<file path="src/sv/two_sensor_avoidance_steering_assert.svh">
`ifndef TWO_SENSOR_AVOIDANCE_STEERING_ASSERT_SVH
`define TWO_SENSOR_AVOIDANCE_STEERING_ASSERT_SVH

// same-cycle implication
`define TSAS_ASSERT_NOW(label, cond, expr) \
    label: assert property (@(posedge clk) disable iff (!rst_n) (cond) |-> (expr)) \
        else $error("tsas assertion failed");

// next-cycle implication
`define TSAS_ASSERT_NEXT(label, cond, expr) \
    label: assert property (@(posedge clk) disable iff (!rst_n) (cond) |=> (expr)) \
        else $error("tsas assertion failed");

`endif

</file>
<file path="src/sv/tsas_pkg.sv">
package tsas_pkg;

    localparam int RANGE_W   = 12;
    localparam int YAW_W     = 16;
    localparam int RET_W     = 17;
    localparam int TURN_W    = 16;
    localparam int CFG_IDX_W = 3;
    localparam int CFG_W     = 12;
    localparam int FULL_W    = 15;
    localparam int NUM_W     = FULL_W + RANGE_W;
    localparam int DIVD_W    = NUM_W + 1;
    localparam int DIVR_W    = RANGE_W + 1;
    localparam int DIV_STEPS = FULL_W;
    localparam int CNT_W     = $clog2(DIV_STEPS);

    localparam logic [CFG_IDX_W-1:0] CFG_RUN_ENABLE    = 3'd0;
    localparam logic [CFG_IDX_W-1:0] CFG_TRIP_FRACTION = 3'd1;
    localparam logic [CFG_IDX_W-1:0] CFG_RETURN_GAIN   = 3'd2;
    localparam logic [CFG_IDX_W-1:0] CFG_AVOID_WEIGHT  = 3'd3;
    localparam logic [CFG_IDX_W-1:0] CFG_LEFT_MAX      = 3'd4;
    localparam logic [CFG_IDX_W-1:0] CFG_LEFT_MIN      = 3'd5;
    localparam logic [CFG_IDX_W-1:0] CFG_RIGHT_MAX     = 3'd6;
    localparam logic [CFG_IDX_W-1:0] CFG_RIGHT_MIN     = 3'd7;

    typedef enum logic [2:0] {
        ST_IDLE,
        ST_MUL,
        ST_PREP,
        ST_DIV,
        ST_FIN
    } tsas_state_t;

    typedef struct packed {
        logic load;
        logic mul;
        logic prep;
        logic div_step;
        logic out_load;
    } tsas_cmd_t;

    typedef struct packed {
        logic run_enable;
    } tsas_status_t;

endpackage

</file>
<file path="src/sv/two_sensor_avoidance_steering.sv">
// Two-sensor obstacle avoidance steering. Each running transaction goes through
// the clamp and trip test, gain and span multiply, divider setup, 15 steps of
// the shared bit-serial divider for the rounded avoidance term, then the output
// load, which registers its result and raises m_tvalid.
// A new transaction is taken once the result sits in the output register,
// even while it waits for m_tready. With run_enable low, transactions are
// taken in one cycle each and dropped without a result.
module two_sensor_avoidance_steering
    import tsas_pkg::*;
(
    input  logic                 clk,
    input  logic                 rst_n,
    input  logic                 cfg_we,
    input  logic [CFG_IDX_W-1:0] cfg_index,
    input  logic [CFG_W-1:0]     cfg_wdata,
    input  logic                 s_tvalid,
    output logic                 s_tready,
    input  logic [39:0]          s_tdata,   // range_left_mm, range_right_mm, yaw_centideg
    input  logic                 s_tuser,   // rearm
    output logic                 m_tvalid,
    input  logic                 m_tready,
    output logic [39:0]          m_tdata,   // return_term_centideg, turn_centideg
    output logic                 m_tuser    // obstacle
);

    tsas_cmd_t                cmd;
    tsas_status_t             status;
    logic signed [RET_W-1:0]  ret;
    logic signed [TURN_W-1:0] turn;

    tsas_ctrl u_ctrl (
        .clk      (clk),
        .rst_n    (rst_n),
        .s_tvalid (s_tvalid),
        .s_tready (s_tready),
        .m_tvalid (m_tvalid),
        .m_tready (m_tready),
        .status   (status),
        .cmd      (cmd)
    );

    tsas_dp u_dp (
        .clk                  (clk),
        .rst_n                (rst_n),
        .cfg_we               (cfg_we),
        .cfg_index            (cfg_index),
        .cfg_wdata            (cfg_wdata),
        .range_left_mm        (s_tdata[11:0]),
        .range_right_mm       (s_tdata[23:12]),
        .yaw_centideg         (s_tdata[39:24]),
        .rearm                (s_tuser),
        .cmd                  (cmd),
        .status               (status),
        .obstacle             (m_tuser),
        .return_term_centideg (ret),
        .turn_centideg        (turn)
    );

    assign m_tdata = {7'd0, turn, ret};

endmodule

</file>
<file path="src/sv/tsas_ctrl.sv">
module tsas_ctrl
    import tsas_pkg::*;
(
    input  logic         clk,
    input  logic         rst_n,
    input  logic         s_tvalid,
    output logic         s_tready,
    output logic         m_tvalid,
    input  logic         m_tready,
    input  tsas_status_t status,
    output tsas_cmd_t    cmd
);

    tsas_state_t       state_reg, state_next;
    logic [CNT_W-1:0]  cnt_reg, cnt_next;
    logic              m_tvalid_reg, m_tvalid_next;
    logic              accept;
    logic              div_last;

    assign accept   = s_tvalid && (state_reg == ST_IDLE);
    assign s_tready = (state_reg == ST_IDLE);
    assign m_tvalid = m_tvalid_reg;
    assign div_last = (state_reg == ST_DIV) && (cnt_reg == CNT_W'(DIV_STEPS - 1));

    always_ff @(posedge clk or negedge rst_n)
    begin
        if (!rst_n)
        begin
            state_reg    <= ST_IDLE;
            cnt_reg      <= '0;
            m_tvalid_reg <= 1'b0;
        end
        else
        begin
            state_reg    <= state_next;
            cnt_reg      <= cnt_next;
            m_tvalid_reg <= m_tvalid_next;
        end
    end

    always_comb
    begin
        state_next    = state_reg;
        cnt_next      = cnt_reg;
        m_tvalid_next = m_tvalid_reg && !m_tready;
        cmd           = '0;
        unique case (state_reg)
            ST_IDLE:
            begin
                if (accept && status.run_enable)
                begin
                    cmd.load   = 1'b1;
                    state_next = ST_MUL;
                end
            end
            ST_MUL:
            begin
                cmd.mul    = 1'b1;
                state_next = ST_PREP;
            end
            ST_PREP:
            begin
                cmd.prep   = 1'b1;
                cnt_next   = '0;
                state_next = ST_DIV;
            end
            ST_DIV:
            begin
                cmd.div_step = 1'b1;
                cnt_next     = cnt_reg + CNT_W'(1);
                if (div_last)
                begin
                    state_next = ST_FIN;
                end
            end
            ST_FIN:
            begin
                if (!m_tvalid_reg || m_tready)
                begin
                    cmd.out_load  = 1'b1;
                    m_tvalid_next = 1'b1;
                    state_next    = ST_IDLE;
                end
            end
            default:
            begin
                state_next = ST_IDLE;
            end
        endcase
    end

`include "two_sensor_avoidance_steering_assert.svh"

    `TSAS_ASSERT_NOW(a_out_load_free, cmd.out_load, !m_tvalid_reg || m_tready)
    `TSAS_ASSERT_NEXT(a_load_to_mul, accept && status.run_enable, state_reg == ST_MUL)
    `TSAS_ASSERT_NEXT(a_div_ends, div_last, state_reg == ST_FIN)
    `TSAS_ASSERT_NEXT(a_result_shown, cmd.out_load, m_tvalid_reg)

endmodule

</file>
<file path="src/sv/tsas_dp.sv">
module tsas_dp
    import tsas_pkg::*;
(
    input  logic                      clk,
    input  logic                      rst_n,
    input  logic                      cfg_we,
    input  logic [CFG_IDX_W-1:0]      cfg_index,
    input  logic [CFG_W-1:0]          cfg_wdata,
    input  logic [RANGE_W-1:0]        range_left_mm,
    input  logic [RANGE_W-1:0]        range_right_mm,
    input  logic signed [YAW_W-1:0]   yaw_centideg,
    input  logic                      rearm,
    input  tsas_cmd_t                 cmd,
    output tsas_status_t              status,
    output logic                      obstacle,
    output logic signed [RET_W-1:0]   return_term_centideg,
    output logic signed [TURN_W-1:0]  turn_centideg
);

    // configuration
    logic               run_enable_reg;
    logic [7:0]         trip_fraction_reg;
    logic [7:0]         return_gain_reg;
    logic [7:0]         avoid_weight_reg;
    logic [RANGE_W-1:0] left_max_reg, left_min_reg, right_max_reg, right_min_reg;

    // state
    logic signed [YAW_W-1:0] start_heading_reg;
    logic                    latch_pending_reg;

    // working registers
    logic [RANGE_W-1:0]      lc_reg, rc_reg;
    logic                    tl_reg, tr_reg;
    logic signed [YAW_W:0]   diff_reg;
    logic [FULL_W-1:0]       full_reg;
    logic signed [17:0]      g_reg;
    logic [NUM_W-1:0]        num_reg;
    logic [RANGE_W-1:0]      span_reg;
    logic                    sel_right_reg, zero_reg, full_case_reg;
    logic [DIVR_W-1:0]       div_reg;
    logic [DIVR_W-1:0]       rem_reg;
    logic [FULL_W-1:0]       q_reg;
    logic                    obstacle_reg;
    logic signed [RET_W-1:0] ret_reg;
    logic signed [TURN_W-1:0] turn_reg;

    assign status.run_enable   = run_enable_reg;
    assign obstacle            = obstacle_reg;
    assign return_term_centideg = ret_reg;
    assign turn_centideg       = turn_reg;

    always_ff @(posedge clk or negedge rst_n)
    begin
        if (!rst_n)
        begin
            run_enable_reg    <= 1'b1;
            trip_fraction_reg <= 8'd205;
            return_gain_reg   <= 8'd179;
            avoid_weight_reg  <= 8'd120;
            left_max_reg      <= 12'd900;
            left_min_reg      <= 12'd20;
            right_max_reg     <= 12'd900;
            right_min_reg     <= 12'd20;
        end
        else if (cfg_we)
        begin
            unique case (cfg_index)
                CFG_RUN_ENABLE:    run_enable_reg    <= cfg_wdata[0];
                CFG_TRIP_FRACTION: trip_fraction_reg <= cfg_wdata[7:0];
                CFG_RETURN_GAIN:   return_gain_reg   <= cfg_wdata[7:0];
                CFG_AVOID_WEIGHT:  avoid_weight_reg  <= cfg_wdata[7:0];
                CFG_LEFT_MAX:      left_max_reg      <= cfg_wdata;
                CFG_LEFT_MIN:      left_min_reg      <= cfg_wdata;
                CFG_RIGHT_MAX:     right_max_reg     <= cfg_wdata;
                CFG_RIGHT_MIN:     right_min_reg     <= cfg_wdata;
                default:
                begin
                end
            endcase
        end
    end

    // accept stage
    logic [RANGE_W-1:0]      lc_next, rc_next;
    logic signed [YAW_W-1:0] start_next;
    logic [RANGE_W+7:0]      tl_lhs, tr_lhs, tl_rhs, tr_rhs;

    always_comb
    begin
        lc_next    = (range_left_mm < left_min_reg) ? left_min_reg : range_left_mm;
        rc_next    = (range_right_mm < right_min_reg) ? right_min_reg : range_right_mm;
        start_next = (rearm || latch_pending_reg) ? yaw_centideg : start_heading_reg;
        tl_lhs     = {lc_next, 8'd0};
        tr_lhs     = {rc_next, 8'd0};
        tl_rhs     = (RANGE_W+8)'(trip_fraction_reg) * (RANGE_W+8)'(left_max_reg);
        tr_rhs     = (RANGE_W+8)'(trip_fraction_reg) * (RANGE_W+8)'(right_max_reg);
    end

    always_ff @(posedge clk or negedge rst_n)
    begin
        if (!rst_n)
        begin
            start_heading_reg <= '0;
            latch_pending_reg <= 1'b1;
        end
        else if (cmd.load)
        begin
            start_heading_reg <= start_next;
            latch_pending_reg <= 1'b0;
        end
    end

    always_ff @(posedge clk)
    begin
        if (cmd.load)
        begin
            lc_reg   <= lc_next;
            rc_reg   <= rc_next;
            tl_reg   <= tl_lhs < tl_rhs;
            tr_reg   <= tr_lhs < tr_rhs;
            diff_reg <= {yaw_centideg[YAW_W-1], yaw_centideg}
                        - {start_next[YAW_W-1], start_next};
            full_reg <= FULL_W'(avoid_weight_reg) * FULL_W'(7'd100);
        end
    end

    // multiply stage
    logic                    sel_right;
    logic [RANGE_W-1:0]      r_sel, mx_sel, mn_sel;
    logic signed [25:0]      g_prod, g_sum;

    always_comb
    begin
        sel_right = (tl_reg && tr_reg) ? (diff_reg > 0) : tr_reg;
        r_sel     = sel_right ? rc_reg : lc_reg;
        mx_sel    = sel_right ? right_max_reg : left_max_reg;
        mn_sel    = sel_right ? right_min_reg : left_min_reg;
        g_prod    = 26'($signed({1'b0, return_gain_reg})) * 26'(diff_reg);
        g_sum     = g_prod + 26'sd128;
    end

    always_ff @(posedge clk)
    begin
        if (cmd.mul)
        begin
            g_reg         <= g_sum[25:8];
            num_reg       <= NUM_W'(full_reg) * NUM_W'(mx_sel - r_sel);
            span_reg      <= mx_sel - mn_sel;
            sel_right_reg <= sel_right;
            zero_reg      <= r_sel >= mx_sel;
            full_case_reg <= mx_sel <= mn_sel;
        end
    end

    // rounding divider, one quotient bit per step
    logic [DIVD_W-1:0] dividend;
    logic [DIVR_W:0]   shifted;
    logic              q_bit;

    always_comb
    begin
        dividend = {num_reg, 1'b0} + DIVD_W'(span_reg);
        shifted  = {rem_reg, q_reg[FULL_W-1]};
        q_bit    = shifted >= {1'b0, div_reg};
    end

    always_ff @(posedge clk)
    begin
        if (cmd.prep)
        begin
            div_reg <= {span_reg, 1'b0};
            rem_reg <= dividend[DIVD_W-1:FULL_W];
            q_reg   <= dividend[FULL_W-1:0];
        end
        else if (cmd.div_step)
        begin
            rem_reg <= q_bit ? DIVR_W'(shifted - {1'b0, div_reg}) : shifted[DIVR_W-1:0];
            q_reg   <= {q_reg[FULL_W-2:0], q_bit};
        end
    end

    // final stage
    logic [FULL_W-1:0]  a_val;
    logic signed [18:0] a_ext, t_raw, t_wrap, t_sat;
    logic signed [17:0] neg_g;

    always_comb
    begin
        a_val = full_case_reg ? full_reg : (zero_reg ? '0 : q_reg);
        a_ext = $signed({4'b0, a_val});
        neg_g = -g_reg;
        if (tl_reg || tr_reg)
        begin
            t_raw = sel_right_reg ? a_ext : -a_ext;
        end
        else
        begin
            t_raw = {neg_g[17], neg_g};
        end
        if (t_raw > 19'sd18000)
        begin
            t_wrap = t_raw - 19'sd36000;
        end
        else if (t_raw < -19'sd18000)
        begin
            t_wrap = t_raw + 19'sd36000;
        end
        else
        begin
            t_wrap = t_raw;
        end
        if (t_wrap > 19'sd18000)
        begin
            t_sat = 19'sd18000;
        end
        else if (t_wrap < -19'sd18000)
        begin
            t_sat = -19'sd18000;
        end
        else
        begin
            t_sat = t_wrap;
        end
    end

    always_ff @(posedge clk)
    begin
        if (cmd.out_load)
        begin
            obstacle_reg <= tl_reg || tr_reg;
            ret_reg      <= neg_g[RET_W-1:0];
            turn_reg     <= t_sat[TURN_W-1:0];
        end
    end

endmodule
</file>
<file path="config.mk">
export PLATFORM = sky130hd
export DESIGN_NAME = two_sensor_avoidance_steering
export DESIGN_NICKNAME = d
export VERILOG_FILES = /design/src/sv/tsas_pkg.sv /design/src/sv/two_sensor_avoidance_steering.sv /design/src/sv/tsas_ctrl.sv /design/src/sv/tsas_dp.sv
export VERILOG_INCLUDE_DIRS = /design/src /design/src/sv
export SDC_FILE = /design/constraint.sdc
export NUM_CORES = 2
export LEC_CHECK = 0
export BUFFER_PORTS_ARGS = -buffer_cell sky130_fd_sc_hd__buf_4
export CORE_AREA = 2 2 244 246
export CTS_CLUSTER_DIAMETER = 40
export DETAILED_ROUTE_END_ITERATION = 7
export DIE_AREA = 0 0 246 248
export PLACE_DENSITY = 0.77
export SLEW_MARGIN = 0
export SYNTH_ARGS = -nofsm -noshare
export SYNTH_HDL_FRONTEND = slang
export SYNTH_SLANG_ARGS = --single-unit
</file>
<file path="constraint.sdc">
create_clock -name clk -period 14.53 [get_ports clk]
set_clock_uncertainty 0.2 [all_clocks]
set_input_delay 2.906 -clock clk [delete_from_list [all_inputs] [get_ports clk]]
set_output_delay 2.906 -clock clk [all_outputs]
set_load 0.005 [all_outputs]
</file>
Word level (Yosys, flattened, before mapping) --
Cells that the tools add are included.
Storage, ports and cells: register bits 286, output and inout bits 43, word-level logic and storage cells 132
Operators by class: add/sub/neg operators 11, multipliers 5, $lt $le $gt $ge 12, equal/unequal tests 15, muxes and demuxes 33, reduce and logical (&&, ||, !) cells 24
Operators by type and width (count):
- $mux 19 | 4
- $mux 12 | 5
- $mux 15 | 4
- $lt 20x20->1 | 2
- $mul 8x12->20 | 2
- $mux 13 | 3
- $gt 19x16->1 const B | 2
- $lt 19x16->1 const B | 2
- $mux 16 | 2
- $add 28x12->28 | 1
- $mul 13x27->25 | 1
- $add 26x9->26 const B | 1
- $mul 9x17->26 | 1
- $lt 12x12->1 | 2
- $add 19x17->19 const B | 1
- $neg 15->19 | 1
- $sub 19x17->19 const B | 1
- $neg 18->18 | 1
- $gt 17x1->1 const B | 1
- $sub 16x16->17 | 1
- $reduce_and 2->1 | 8
- $eq 3x3->1 const B | 5
- $pmux 3 s5 | 1
- $ge 14x13->1 | 1
- 21 further kinds | 47

Logic depth before layout (Yosys ltp) --
depth after elaboration 10, gate-level depth with buffers 39

Modules after synthesis --
Synthesis repeated with hierarchy kept, for this count alone.
Unflattened totals: cells, all modules 3591, area total of the unflattened synthesis 34803.4 um^2
Modules (own cells, without submodules):
- tsas_dp | times used 1, cells each 3537, area each 34319.2 um^2
- tsas_ctrl | times used 1, cells each 46, area each 427.9 um^2
- two_sensor_avoidance_steering | times used 1, cells each 8, area each 56.3 um^2

Least setup slack after synthesis --
OpenSTA, ideal clock, no wires.
path type register to register, from register u_dp.diff_reg[4], to register u_dp.num_reg[26], data pin, setup time 260 ps, arrival time 9604 ps, data required time 14070 ps, path slack 4466 ps, cell stages (with the launch flop) 39, buffers on the path 6, period minus slack after synthesis 10064 ps, path through edfxtp_1 clkbuf_1 nor4_1 a41oi_1 o21ai_1 buf_2 buf_2 clkbuf_1 clkbuf_1 mux2i_1 ha_1 inv_1 fa_1 a221oi_1 o21ai_0 a21oi_1 o21bai_1 a21oi_1 [... 3 more ...] fa_1 inv_1 fa_1 inv_1 fa_1 fa_1 inv_1 fa_1 inv_1 ha_1 a21oi_1 o2111ai_1 a31oi_1 nor2b_1 o21a_1 o41ai_1 o21ai_0 xnor2_1
On the way: word-level cells in the longest chain between the ends 5
Ends and longest elaborated chain:
- start: declaration | RTL line tsas_dp.sv:34 | logic signed [YAW_W:0] diff_reg;
- start signal: assignment | RTL line tsas_dp.sv:121 | diff_reg <= {yaw_centideg[YAW_W-1], yaw_centideg}
- $gt 17x1->1 (*) | RTL line tsas_dp.sv:134 | sel_right = (tl_reg && tr_reg) ? (diff_reg > 0) : tr_reg;
- $mux 1 (*) | RTL line tsas_dp.sv:134
- $mux 12 (on tied branches) | RTL line tsas_dp.sv:136, tsas_dp.sv:135
- $sub 12x12->13 (*) | RTL line tsas_dp.sv:147 | num_reg <= NUM_W'(full_reg) * NUM_W'(mx_sel - r_sel);
- $mul 13x27->25 (*) | RTL line tsas_dp.sv:147
- end signal: assignment | RTL line tsas_dp.sv:147
- end: declaration | RTL line tsas_dp.sv:37 | logic [NUM_W-1:0] num_reg;
Every way passes the cells marked *; elsewhere a longest branch is shown, timed or not. A chain may end at the register's enable or synchronous reset.

Worst setup path in the final report --
Ends and elaborated chain as after synthesis.

==> metrics.yaml <==
run_status:
  outcome: "complete, no violations"
finish:
  layout.nets: 4402
  antenna_cells: 0
  share_of_post_route_cells_with_drive_strength_above_1: 0.105
  layout_common_cells: "610 x sky130_fd_sc_hd__inv_1, 392 x sky130_fd_sc_hd__fa_1, 350 x sky130_fd_sc_hd__nand2_1"
  largest_register_ff_count: 25
  layout_commonest_cell: "sky130_fd_sc_hd__inv_1"
  syn_to_final_growth_pct: 8.32
global_route:
  grt_first_pass_wirelength_um: 133000
  grt_pass1_vias: 25794
  grt_max_degree: 59
  grt_usage: 0.275
  global_route.overflow_total: 0
  grt_antenna_before_repair: 1
setup_path:
  cpMaxStageDelayCell: "sky130_fd_sc_hd__xnor2_1"
  rr_endpoint: "u_dp.num_reg[26]"
  required_time_of_the_worst_setup_path_ps: 14660
  kind_of_cell_with_the_highest_combined_delay_on_the_critical_path: "compound AO/OA/AOI/OAI gates"
  worstReg2RegStart: "u_dp.diff_reg[4]"
  worst_setup_path_end_kind: "flip-flop"
  timing.setup.critical_path_class: "flip-flop to flip-flop"
  cpPeakStageDelay_ps: 840
  cp.buffers_inverters: 5
  critical_path_peak_fanout: 46
  crit_top_cell: "sky130_fd_sc_hd__fa_1"
  cp.arrival_ps: 10300
  r2r_setup_slack_ps: 4370
  reg2reg_depth: 31
  critPathLaunchType: "flip-flop"
yosys:
  syn_avg_cell_area_um2: 9.64
  number_of_enable_type_register_cells_in_the_synthesized_netlist: 188
  seq_area_frac_synth: 0.235
  number_of_instances_in_the_synthesized_netlist: 3592
  synth-async-reset-ratio: 0.343
  synthDistinctLibCells: 99
  yosys_warnings: 0
  synth_ff_type: "sky130_fd_sc_hd__edfxtp_1"
  flops_latches_synth: 286
  syn-cell-area_mm2: 0.0346
clocking:
  cts-buffers-inserted: 47
  tritoncts_clock_tree: "done"
  cts_root_buffer: "sky130_fd_sc_hd__clkbuf_16"
  clock_latency_ps: 600
  cts_resized: 0
  cts-root-to-sink-buffers: 3
  cts_htree_levels: 2
  clkSlewWorstSetupHoldPaths_ps: 60
  cts.repair_timing.setup_buffer_count: 0
  cts_num_sinks: 286
  holdBufCountCts: 0
placement:
  place.gp.congestion: 0.914
  number_of_input_and_output_port_buffers_inserted: 96
  place.detailed.hpwl_um: 63300
worst_hold_path:
  worstHoldPathType: "flip-flop to flip-flop"
  hold-path-cell-count: 0
  worst_hold_startpoint: "u_dp.span_reg[8]"
  min_to: "u_dp.div_reg[9]"
floorplanning:
  die_width_um: 246
  fp.dieH_um: 248
  start_util: 0.592
  coreArea_mm2: 0.0585
  die-area_mm2: 0.0610
  io-pin-count: 104
  row_count: 89
sta:
  finalCritPeriodShare: 0.699
  fin_setup_tns_ps: 0
  final.min_clock_period_ps: 10160
  final-max-slew-violation-count: 0
  fmax_mhz: 98.4
  slew_headroom: 0.203
  setup_viol: 0
  grt_setup_unrepaired: "no"
  timing.final.hold_violations: 0
  max_slew.worst_pin.slew_ps: 1190
routing:
  vias: 25348
  drtPass1Iterations: 7
  viasPerCell: 5.72
  totalWireLength_um: 81600
  antenna_violating_nets_post_route: 0
  post_drt_wl_per_cell_um: 18.4
  first_iter_violations: 1692
  post-route-drc-count: 0
flow_run:
  maxCapViolations: 0
==> synthesized netlist by cell type, drive strengths merged (13+ instances only) <==
cell / instances / area [µm²]
nor4: 21 / 153
dfrtp: 70 / 1750
clkbuf: 110 / 417
a21o: 64 / 480
nand3: 34 / 180
o21a: 22 / 168
o21ai: 111 / 571
xor2: 58 / 508
o31ai: 13 / 116
fa: 392 / 7850
and2: 257 / 1610
ha: 326 / 4080
a21oi: 140 / 704
nand4: 19 / 119
o211ai: 14 / 105
a31oi: 13 / 93.8
or3: 17 / 106
nor2b: 31 / 194
a211oi: 21 / 175
buf: 32 / 188
nand2b: 24 / 150
dfstp: 28 / 736
xnor2: 108 / 946
and3: 18 / 118
edfxtp: 188 / 5650
inv: 612 / 2300
mux2i: 32 / 320
nor2: 135 / 509
mux2: 108 / 1220
nor3: 48 / 255
o21bai: 13 / 97.6
a21boi: 19 / 143
nand2: 350 / 1310
==> worst max-delay path by stage <==
stage | startpoint | to | slack, ps | depth (start not counted)
after floorplan | u_dp.diff_reg[4] | u_dp.num_reg[26] | 4470 | 38
after global routing | u_dp.diff_reg[4] | u_dp.num_reg[26] | 3800 | 31
final | u_dp.diff_reg[4] | u_dp.num_reg[26] | 4370 | 31
after CTS | u_dp.diff_reg[4] | u_dp.num_reg[26] | 4390 | 31
after global placement | u_dp.diff_reg[3] | u_dp.num_reg[26] | 4710 | 31
after detailed placement | u_dp.diff_reg[4] | u_dp.num_reg[26] | 4410 | 31
==> logic make-up after synthesis <==
family                     after synthesis  synth area share
adders and majority gates              726             0.347
DFF                                    286             0.235
AOI/OAI and AO/OA                      519             0.101
buffers and inverters                  754            0.0838
and+or+nand+nor                       1000             0.147
xor gates and xnor gates               166            0.0420
other                                    1          0.000108
muxes                                  140            0.0444
==> metal layers <==
layer	wire length (µm)	track usage	vias to the layer above
met5	0	0	-
met4	2440	0.0914	0
met3	5000	0.0383	159
met2	39400	0.465	754
met1	34700	0.367	12591
li1	-	-	11844
==> worst reg2reg max path: cells and delay by family (launching register included) <==
kind	cells	cell delay [ps]
mux	1	490
xor+xnor	2	1000
buf+inv	5	780
fa+ha+maj	7	2940
compound gates	12	3080
flops	1	500
simple gates	4	890
==> metrics by stage <==
stage,area (µm²),hold slack (ps),utilization,std cells,setup WS (ps)
final,37500,273,0.641,4434,4370
after floorplan,34600,226,-,3598,4470
after CTS,37500,281,0.641,4434,4390
after global placement,35900,268,0.614,4347,4710
after detailed placement,35900,267,0.614,4347,4410
after global routing,37500,300,0.641,4434,3800
==> cell type report <==
| cell class | count | area (µm²) |
|---|---|---|
| inverter | 612 | 2300 |
| multi-input combinational | 2558 | 23600 |
| tap | 773 | 967 |
| sequential | 286 | 8130 |
| fill | 4695 | 21000 |
| timing repair buffer | 118 | 886 |
| clock inverter | 32 | 327 |
| clock buffer | 55 | 1250 |
Power is left out: the tool's default activity adds up to more than one toggle a clock period on the data nets, which glitch-free logic cannot reach.
